[config.mk]
export PLATFORM = sky130hd
export DESIGN_NAME = lighting_packet_to_dmx_slot_parser_top
export DESIGN_NICKNAME = d
export VERILOG_FILES = /design/src/sv/dmxp_pkg.sv /design/src/sv/dmxp_parser.sv /design/src/sv/lighting_packet_to_dmx_slot_parser_top.sv
export SDC_FILE = /design/constraint.sdc
export NUM_CORES = 1
export LEC_CHECK = 0
export BUFFER_PORTS_ARGS = -buffer_cell sky130_fd_sc_hd__buf_2
export CAP_MARGIN = 25
export CORE_MARGIN = 2
export CORE_UTILIZATION = 49
export CTS_BUF_LIST = sky130_fd_sc_hd__clkbuf_4
export CTS_CLUSTER_SIZE = 30
export DETAILED_ROUTE_END_ITERATION = 16
export PLACE_DENSITY = 0.74
export SLEW_MARGIN = 20
export SYNTH_ARGS = -nofsm -noshare
export SYNTH_HDL_FRONTEND = slang
export SYNTH_HIERARCHICAL = 1
export SYNTH_SLANG_ARGS = --single-unit
[constraint.sdc]
create_clock -name clock -period 5.1 [get_ports clock]
set_clock_uncertainty 0.2 [all_clocks]
set_input_delay 0.765 -clock clock [delete_from_list [all_inputs] [get_ports clock]]
set_output_delay 0.765 -clock clock [all_outputs]
set_load 0.005 [all_outputs]
[src/sv/dmxp_pkg.sv]
`timescale 1ns / 1ps
package dmxp_pkg;

   localparam int NUM_LINES = 4;
   localparam int SLOTS = 512;

   localparam int OFFSET_W = 10;
   localparam logic [OFFSET_W-1:0] OFFSET_MAX = '1;

   // header layout, offsets within the udp payload
   localparam logic [OFFSET_W-1:0] ART_OPCODE_LO = OFFSET_W'(8);
   localparam logic [OFFSET_W-1:0] ART_OPCODE_HI = OFFSET_W'(9);
   localparam logic [OFFSET_W-1:0] ART_UNIV_LO = OFFSET_W'(14);
   localparam logic [OFFSET_W-1:0] ART_UNIV_HI = OFFSET_W'(15);
   localparam logic [OFFSET_W-1:0] ART_DATA_START = OFFSET_W'(18);
   localparam logic [OFFSET_W-1:0] SACN_UNIV_HI = OFFSET_W'(113);
   localparam logic [OFFSET_W-1:0] SACN_UNIV_LO = OFFSET_W'(114);
   localparam logic [OFFSET_W-1:0] SACN_START_CODE = OFFSET_W'(125);
   localparam logic [OFFSET_W-1:0] SACN_DATA_START = OFFSET_W'(126);
   localparam logic [OFFSET_W-1:0] ART_ID_LEN = OFFSET_W'(7);
   localparam logic [OFFSET_W-1:0] SACN_ID_FIRST = OFFSET_W'(4);
   localparam logic [OFFSET_W-1:0] SACN_ID_LAST = OFFSET_W'(7);

   // end of data area, one past the last slot (at most 638, fits 11 bits)
   localparam logic [OFFSET_W:0] ART_DATA_END = OFFSET_W'(18) + (OFFSET_W+1)'(SLOTS);
   localparam logic [OFFSET_W:0] SACN_DATA_END = OFFSET_W'(126) + (OFFSET_W+1)'(SLOTS);

   localparam logic [15:0] ART_OPDMX = 16'h5000;
   localparam logic [15:0] UNIV_LIMIT = 16'(NUM_LINES);
   localparam logic [8:0] LAST_SLOT = 9'(SLOTS - 1);

   typedef struct packed {
      logic [7:0] payload_byte;
      logic       end_of_packet;
   } req_payload_type;

   typedef struct packed {
      logic [1:0] line;
      logic [8:0] slot;
      logic [7:0] level;
      logic       frame_complete;
   } rsp_payload_type;

   typedef struct packed {
      logic [OFFSET_W-1:0] byte_offset;
      logic                lighting_ok;
      logic                stream_ok;
   } dmxp_status_type;

   // "Art-Net" identifier
   function automatic logic [7:0] art_id_char(input logic [2:0] idx);
      logic [7:0] c;
      case (idx)
         3'd0: c = 8'h41;
         3'd1: c = 8'h72;
         3'd2: c = 8'h74;
         3'd3: c = 8'h2D;
         3'd4: c = 8'h4E;
         3'd5: c = 8'h65;
         3'd6: c = 8'h74;
         default: c = 8'h00;
      endcase
      return c;
   endfunction

   // "ASC-" identifier
   function automatic logic [7:0] sacn_id_char(input logic [1:0] idx);
      logic [7:0] c;
      case (idx)
         2'd0: c = 8'h41;
         2'd1: c = 8'h53;
         2'd2: c = 8'h43;
         2'd3: c = 8'h2D;
         default: c = 8'h00;
      endcase
      return c;
   endfunction

endpackage

[src/sv/dmxp_parser.sv]
`timescale 1ns / 1ps
module dmxp_parser import dmxp_pkg::*; (
   input  logic            clock,
   input  logic            reset,
   input  logic            step,
   input  req_payload_type byte_in,
   output logic            emit,
   output rsp_payload_type result,
   output dmxp_status_type status
);

   logic [OFFSET_W-1:0] offset_ff, offset_in;
   logic                lighting_ok_ff, lighting_ok_in;
   logic                stream_ok_ff, stream_ok_in;
   logic                extra_ok_ff, extra_ok_in;
   logic [15:0]         universe_ff, universe_in;
   logic [7:0]          opcode_lo_ff, opcode_lo_in;

   logic [7:0]          b;
   logic [15:0]         univ_art;
   logic                art_emit, sacn_emit;
   logic [OFFSET_W-1:0] slot_off;

   always_comb begin
      b = byte_in.payload_byte;

      lighting_ok_in = lighting_ok_ff;
      if (offset_ff < ART_ID_LEN && b != art_id_char(offset_ff[2:0])) begin
         lighting_ok_in = 1'b0;
      end
      if (offset_ff == ART_OPCODE_HI && {b, opcode_lo_ff} != ART_OPDMX) begin
         lighting_ok_in = 1'b0;
      end

      stream_ok_in = stream_ok_ff;
      if (offset_ff >= SACN_ID_FIRST && offset_ff <= SACN_ID_LAST &&
          b != sacn_id_char(offset_ff[1:0])) begin
         stream_ok_in = 1'b0;
      end

      opcode_lo_in = (offset_ff == ART_OPCODE_LO) ? b : opcode_lo_ff;

      // universe is captured only under its own header flag
      univ_art = universe_ff;
      if (lighting_ok_in && offset_ff == ART_UNIV_LO) begin
         univ_art = {universe_ff[15:8], b};
      end else if (lighting_ok_in && offset_ff == ART_UNIV_HI) begin
         univ_art = {b, universe_ff[7:0]};
      end
      universe_in = univ_art;
      extra_ok_in = extra_ok_ff;
      if (stream_ok_in) begin
         if (offset_ff == SACN_UNIV_HI) begin
            universe_in = {b, univ_art[7:0]};
         end else if (offset_ff == SACN_UNIV_LO) begin
            universe_in = {univ_art[15:8], b};
         end else if (offset_ff == SACN_START_CODE && b != 8'h00) begin
            extra_ok_in = 1'b0;
         end
      end

      art_emit = lighting_ok_in && universe_in < UNIV_LIMIT &&
                 offset_ff >= ART_DATA_START &&
                 {1'b0, offset_ff} < ART_DATA_END;
      sacn_emit = stream_ok_in && extra_ok_in && universe_in < UNIV_LIMIT &&
                  offset_ff >= SACN_DATA_START &&
                  {1'b0, offset_ff} < SACN_DATA_END;
      emit = art_emit || sacn_emit;
      slot_off = art_emit ? offset_ff - ART_DATA_START : offset_ff - SACN_DATA_START;

      result.line           = universe_in[1:0];
      result.slot           = slot_off[8:0];
      result.level          = b;
      result.frame_complete = (slot_off[8:0] == LAST_SLOT);

      status.byte_offset = offset_ff;
      status.lighting_ok = lighting_ok_ff;
      status.stream_ok   = stream_ok_ff;

      if (byte_in.end_of_packet) begin
         offset_in = '0;
      end else begin
         offset_in = (offset_ff == OFFSET_MAX) ? OFFSET_MAX : offset_ff + OFFSET_W'(1);
      end
   end

   always_ff @(posedge clock) begin
      if (reset || (step && byte_in.end_of_packet)) begin
         offset_ff      <= '0;
         lighting_ok_ff <= 1'b1;
         stream_ok_ff   <= 1'b1;
         extra_ok_ff    <= 1'b1;
         universe_ff    <= '0;
         opcode_lo_ff   <= '0;
      end else if (step) begin
         offset_ff      <= offset_in;
         lighting_ok_ff <= lighting_ok_in;
         stream_ok_ff   <= stream_ok_in;
         extra_ok_ff    <= extra_ok_in;
         universe_ff    <= universe_in;
         opcode_lo_ff   <= opcode_lo_in;
      end
   end

endmodule

[src/sv/lighting_packet_to_dmx_slot_parser_top.sv]
`timescale 1ns / 1ps
// udp payload to dmx slot parser for art-net and sacn. one payload byte is taken
// per item, with end_of_packet set on the final byte of each packet; a new item
// is accepted every cycle while the result side keeps up. each byte is held
// in an input register, then the header checks, universe capture and slot
// arithmetic run in one pass against the parser state, and any data byte of an
// accepted universe lands in the result register with its line and slot.
// throughput is one item per cycle while the result side keeps up, set by the
// single parse pass between the two registers. bytes that carry no slot
// (headers, trailing bytes, other universes) produce no result. the last slot
// of a frame is flagged frame_complete, so a short packet never completes.
module lighting_packet_to_dmx_slot_parser_top import dmxp_pkg::*; (
   input  logic            clock,
   input  logic            reset,
   input  logic            req_valid,
   output logic            req_ready,
   input  req_payload_type req_data,
   output logic            rsp_valid,
   input  logic            rsp_ready,
   output rsp_payload_type rsp_data
);

   // input register
   logic            in_valid_ff;
   req_payload_type in_data_ff;

   // result register
   logic            out_valid_ff;
   rsp_payload_type out_data_ff;

   logic            step;
   logic            emit;
   rsp_payload_type result;
   dmxp_status_type status;

   // the held byte moves on once the result register is free or draining
   assign step      = in_valid_ff && (!out_valid_ff || rsp_ready);
   assign req_ready = !in_valid_ff || step;

   dmxp_parser u_parser (
      .clock   (clock),
      .reset   (reset),
      .step    (step),
      .byte_in (in_data_ff),
      .emit    (emit),
      .result  (result),
      .status  (status)
   );

   always_ff @(posedge clock) begin
      if (reset) begin
         in_valid_ff <= 1'b0;
      end else if (req_ready) begin
         in_valid_ff <= req_valid;
      end
      if (req_ready && req_valid) begin
         in_data_ff <= req_data;
      end
   end

   always_ff @(posedge clock) begin
      if (reset) begin
         out_valid_ff <= 1'b0;
      end else if (step) begin
         out_valid_ff <= emit;
      end else if (rsp_ready) begin
         out_valid_ff <= 1'b0;
      end
      if (step && emit) begin
         out_data_ff <= result;
      end
   end

   assign rsp_valid = out_valid_ff;
   assign rsp_data  = out_data_ff;

   // a packet end restarts the offset with both header flags fresh
   a_eop_restart: assert property (@(posedge clock) disable iff (reset)
      step && in_data_ff.end_of_packet |=>
         status.byte_offset == '0 && status.lighting_ok && status.stream_ok)
      else $error("parser state not cleared after end of packet");

   // no header byte has been judged at the start of a packet
   a_fresh_flags: assert property (@(posedge clock) disable iff (reset)
      status.byte_offset == '0 |-> status.lighting_ok && status.stream_ok)
      else $error("header flag cleared at packet start");

   // completion is only ever flagged on the final slot
   a_complete_slot: assert property (@(posedge clock) disable iff (reset)
      rsp_valid && rsp_data.frame_complete |-> rsp_data.slot == LAST_SLOT)
      else $error("frame_complete on a slot other than the last");

   // a result still waiting blocks the parse pass
   a_no_overwrite: assert property (@(posedge clock) disable iff (reset)
      out_valid_ff && !rsp_ready |-> !step)
      else $error("parse step while result register is held");

endmodule

; ---- Yosys cells after proc, flatten, opt, wreduce, memory -nomap -nowiden
; Cells that the tools add are included.
; Widths: inputs -> output; s select.
[totals]
romBits = 0
mem_bits_rw = 0
latchBits = 0
regBits = 68
output_inout_bits = 22
mem_count = 0
[classes]
shifts = 0
n_lt_le_gt_ge = 8
n_reduce_logical = 30
n_eq_ne = 21
n_mul = 0
n_addsub = 3
muxes = 19
bitwise = 0
div_mod_pow = 0
[op_table]
columns = cell, count
row1 = $mux 16, 4
row2 = $pmux 7 s6, 1
row3 = $eq 10x4->1 const B, 4
row4 = $pmux 8 s4, 1
row5 = $eq 10x7->1 const B, 3
row6 = $lt 10x10->1 const B, 2
row7 = $mux 10, 2
row8 = $logic_and 1x1->1, 18
row9 = $lt 16x3->1 const B, 1
row10 = $ne 16x15->1 const B, 1
row11 = $add 10x1->10 const B, 1
row12 = $eq 10x10->1 const B, 1
row13 = $ge 10x3->1 const B, 1
row14 = $ge 10x5->1 const B, 1
row15 = $ge 10x7->1 const B, 1
row16 = $le 10x3->1 const B, 1
row17 = $lt 10x3->1 const B, 1
row18 = $eq 3x3->1 const B, 3
row19 = $eq 9x9->1 const B, 1
row20 = $mux 1, 9
row21 = $mux 9, 1
row22 = $sub 9x5->9 const B, 1
row23 = $sub 9x7->9 const B, 1
row24 = $mux 8, 1
row25 = other kinds (14), 20

; ---- Longest topological paths before layout
[depth]
depth_word = 19
depth_mapped = 16

; ---- By module
; The synthesis kept the hierarchy.
[modules_own_cells]
columns = mod, seq_area_each_um2, cells_per_inst, n_inst, area_each_um2
row1 = dmxp_parser, 740.7, 332, 1, 2658.8
row2 = lighting_packet_to_dmx_slot_parser_top, 910.9, 40, 1, 973.4

; ---- Least setup slack after synthesis
; No wires, ideal clock.
[synth_path]
kind = flip-flop to flip-flop
start = reg u_parser.offset_ff[1]
end = reg out_data_ff, in the netlist rsp_data[0], data pin
period_less_slack_ns = 4.108
path_slack_ns = 0.992
arrival_time_ns = 3.652
required_ns = 4.645
stages_incl_launch_ff = 16
setup_time_ns = 0.255
path_cell_list = dfxtp_1 > inv_1 > ha_1 > clkbuf_1 > nor4_1 > o21ai_2 > or4_1 > a22oi_2 > and4b_1 > ha_1 > a21o_1 > a21oi_1 > o21bai_1 > a211oi_1 > xor2_1 > and3b_1
[synth_lines]
columns = item, line_no
row1 = from (decl), dmxp_parser.sv:12  ; logic [OFFSET_W-1:0] offset_ff, offset_in;
row2 = from (signal assigned), dmxp_parser.sv:96  ; offset_ff <= offset_in;
row3 = to (signal assigned), lighting_packet_to_dmx_slot_parser_top.sv:70  ; out_data_ff <= result;
row4 = to (decl), lighting_packet_to_dmx_slot_parser_top.sv:29  ; rsp_payload_type out_data_ff;

==> impl_metrics.py <==
metrics = {
    "run_status": {
        "status": "finished clean",
    },
    "yosys": {
        "avgSynthCellArea_um2": 9.782,
        "yosysWarnings": 6,
        "syn_area_um2": 3610,
        "syn_inst": 369,
        "synth_nets": 395,
    },
    "final_layout": {
        "diodes": 0,
        "fillers": 659,
        "drive_gt1_share_pct": 19.33,
        "fin_nets": 409,
        "layout.cells.non_filler": 487,
        "fin_util_pct": 53.97,
        "fin_area_um2": 3872,
        "area_growth_pct": 7.279,
    },
    "setup_path": {
        "critPathSlowestCell": "dfxtp_1",
        "crit_chain": "inv_1, ha_1, nor4_1, o21ai_2, or4_1, a22oi_2, and4b_1, ha_1, a21o_1, a21oi_1, o21bai_1, a211oi_1, xor2_1, and3b_1",
        "cp_top_family": "simple AND/OR/NAND/NOR gates",
        "cp_slowest_stage_delay_ns": 0.59,
        "cp_common_cell": "ha_1",
        "start_kind": "flop",
        "worst-path-buf-inv": 1,
        "critPathKind": "flop to flop",
        "critPathArrivalTime_ns": 4.54,
        "critPathRequiredTime_ns": 5.08,
        "cp-end-kind": "flop",
        "path_max_fanout": 11,
    },
    "sta": {
        "relSlewSlack_pct": 40.18,
        "setup_slack_ns": 0.5313,
        "setup_viol": 0,
        "setup_tns_ns": 0,
        "hold_slack_ns": 0.2667,
        "hold_viol": 0,
        "min_period_over_period_pct": 89.58,
        "rsz0062_at_grt": "no",
        "fmax_mhz": 218.9,
        "worst_pin_slew_ns": 0.8973,
        "slew_viol_final": 0,
        "period_needed_ns": 4.569,
    },
    "floorplanning": {
        "die_w_um": 89.83,
        "rows": 31,
        "die_y_um": 89.83,
        "ios": 35,
        "start_util_pct": 50.31,
        "core_area_um2": 7176,
        "die_area_um2": 8069,
    },
    "global_route": {
        "grt_start_max_net_pins": 29,
        "gr-total-overflow": 0,
        "grt_pass1_wl_um": 12790,
        "grt_pass1_vias": 2629,
        "antenna_found_initial": 0,
        "grt_usage_pct": 19.50,
    },
    "routing": {
        "drt_wl_total_um": 7575,
        "wl_per_cell_um": 15.55,
        "dr.pass1.iters": 4,
        "dr_total_vias": 2784,
        "viasPerCell": 5.717,
        "drtIter0Drc": 231,
        "remaining_drc_errors": 0,
        "drtAntennaViolNets": 0,
    },
    "power": {
        "power_density_nw_per_um2": 245.7,
        "ir_drop_v": 0.00009819,
        "power_mw": 0.9516,
        "leakagePower_nw": 1.441,
    },
    "clock_tree": {
        "cts_resized": 0,
        "cts_num_sinks": 68,
        "clk_pin_slew_ns": 0.12,
        "clock_path_buffers": 2,
        "cts_buffers": 9,
        "cts_tree": "done",
        "clk_latency_ns": 0.41,
        "cts_hold_buf": 0,
        "cts_root_buffer": "clkbuf_4",
        "cts_max_level": 3,
        "post_cts_buffers": 0,
    },
    "place": {
        "dp_cells": 471,
        "io_buffers": 34,
        "place.gp.congestion": 0.9011,
        "dp_slack_ns": 0.5949,
        "place_hpwl_um": 5345,
        "postPlaceCellArea_um2": 3747,
    },
    "flow_run": {
        "maxCapViolCount": 0,
    },
    "hold_path": {
        "holdCritPathClass": "flop to flop",
    },
}
[final cells by class]
cell class / instances / area, µm² / area share (%)
tap: 99 / 123.9 / 3.199
inverter: 11 / 41.29 / 1.066
clock inverter: 7 / 57.56 / 1.486
multi-input combinational: 255 / 1730 / 44.69
clock buffer: 9 / 67.56 / 1.745
timing repair buffer: 38 / 200.2 / 5.170
sequential: 68 / 1652 / 42.65
[state kept, by name, summed over array words and instances (netlist names)]
| signal | flops |
|---|---|
| rsp_valid | 1 |
| in_data_ff | 9 |
| u_parser/extra_ok_ff | 1 |
| in_valid_ff | 1 |
| u_parser/stream_ok_ff | 1 |
| u_parser/opcode_lo_ff | 8 |
| u_parser/lighting_ok_ff | 1 |
| u_parser/offset_ff | 10 |
| u_parser/universe_ff | 16 |
| rsp_data | 20 |
[worst reg2reg max path: cells and delay by family, from the launching register on]
family / cells / cell delay, ns
AND/OR/NAND/NOR: 4 / 1.35
AO/OA/AOI/OAI: 6 / 1.20
adder cells (fa/ha/maj): 2 / 0.67
flip-flops: 1 / 0.59
buffers and inverters: 1 / 0.24
XOR/XNOR: 1 / 0.11
[path summary, 6_finish.rpt]
check | startpoint | to | slack, ns | depth (start not counted)
min reg2reg | u_parser/opcode_lo_ff[4]$_SDFFE_PP0P_ | u_parser/opcode_lo_ff[4]$_SDFFE_PP0P_ | 0.27 | 2
max reg2reg | u_parser/offset_ff[1]$_SDFFE_PP0P_ | rsp_data[0]$_DFFE_PP_ | 0.53 | 14
min | u_parser/opcode_lo_ff[4]$_SDFFE_PP0P_ | u_parser/opcode_lo_ff[4]$_SDFFE_PP0P_ | 0.27 | 2
max | u_parser/offset_ff[1]$_SDFFE_PP0P_ | rsp_data[0]$_DFFE_PP_ | 0.53 | 14
[layout by cell type (no fill, tap or decap), types with 2 or more instances in the layout]
cell	count
a211oi_1	9
a21o_1	6
a21oi_1	29
a31o_2	5
a31oi_1	5
and2_1	3
buf_2	34
buf_4	4
clkbuf_4	9
clkinvlp_4	2
dfxtp_1	39
edfxtp_1	29
ha_1	12
inv_1	11
inv_6	3
mux2_2	2
mux2i_1	16
nand2_1	24
nand3_1	16
nand4_1	6
nand4b_1	3
nor2_1	32
nor2_2	2
nor3_1	11
nor4_1	11
o211ai_1	2
o21a_1	3
o21ai_0	3
o22ai_1	2
or2_2	4
or3_1	4
or4_1	2
xnor2_1	11
xor2_1	6
[power breakdown]
part	total, mW	switching [mW]	internal (mW)
Sequential	0.588	0.0162	0.572
Combinational	0.0464	0.0279	0.0185
Clock	0.317	0.210	0.107
Total	0.952	0.254	0.698
[layer usage]
layer | GRT usage [%] | part of all wire (%)
met3 | 4.275 | 5.4
met5 | 0 | 0
met1 | 26.78 | 47
met4 | 7.821 | 2.0
met2 | 30.18 | 46
Note: power is estimated with default switching activity, not from simulation.
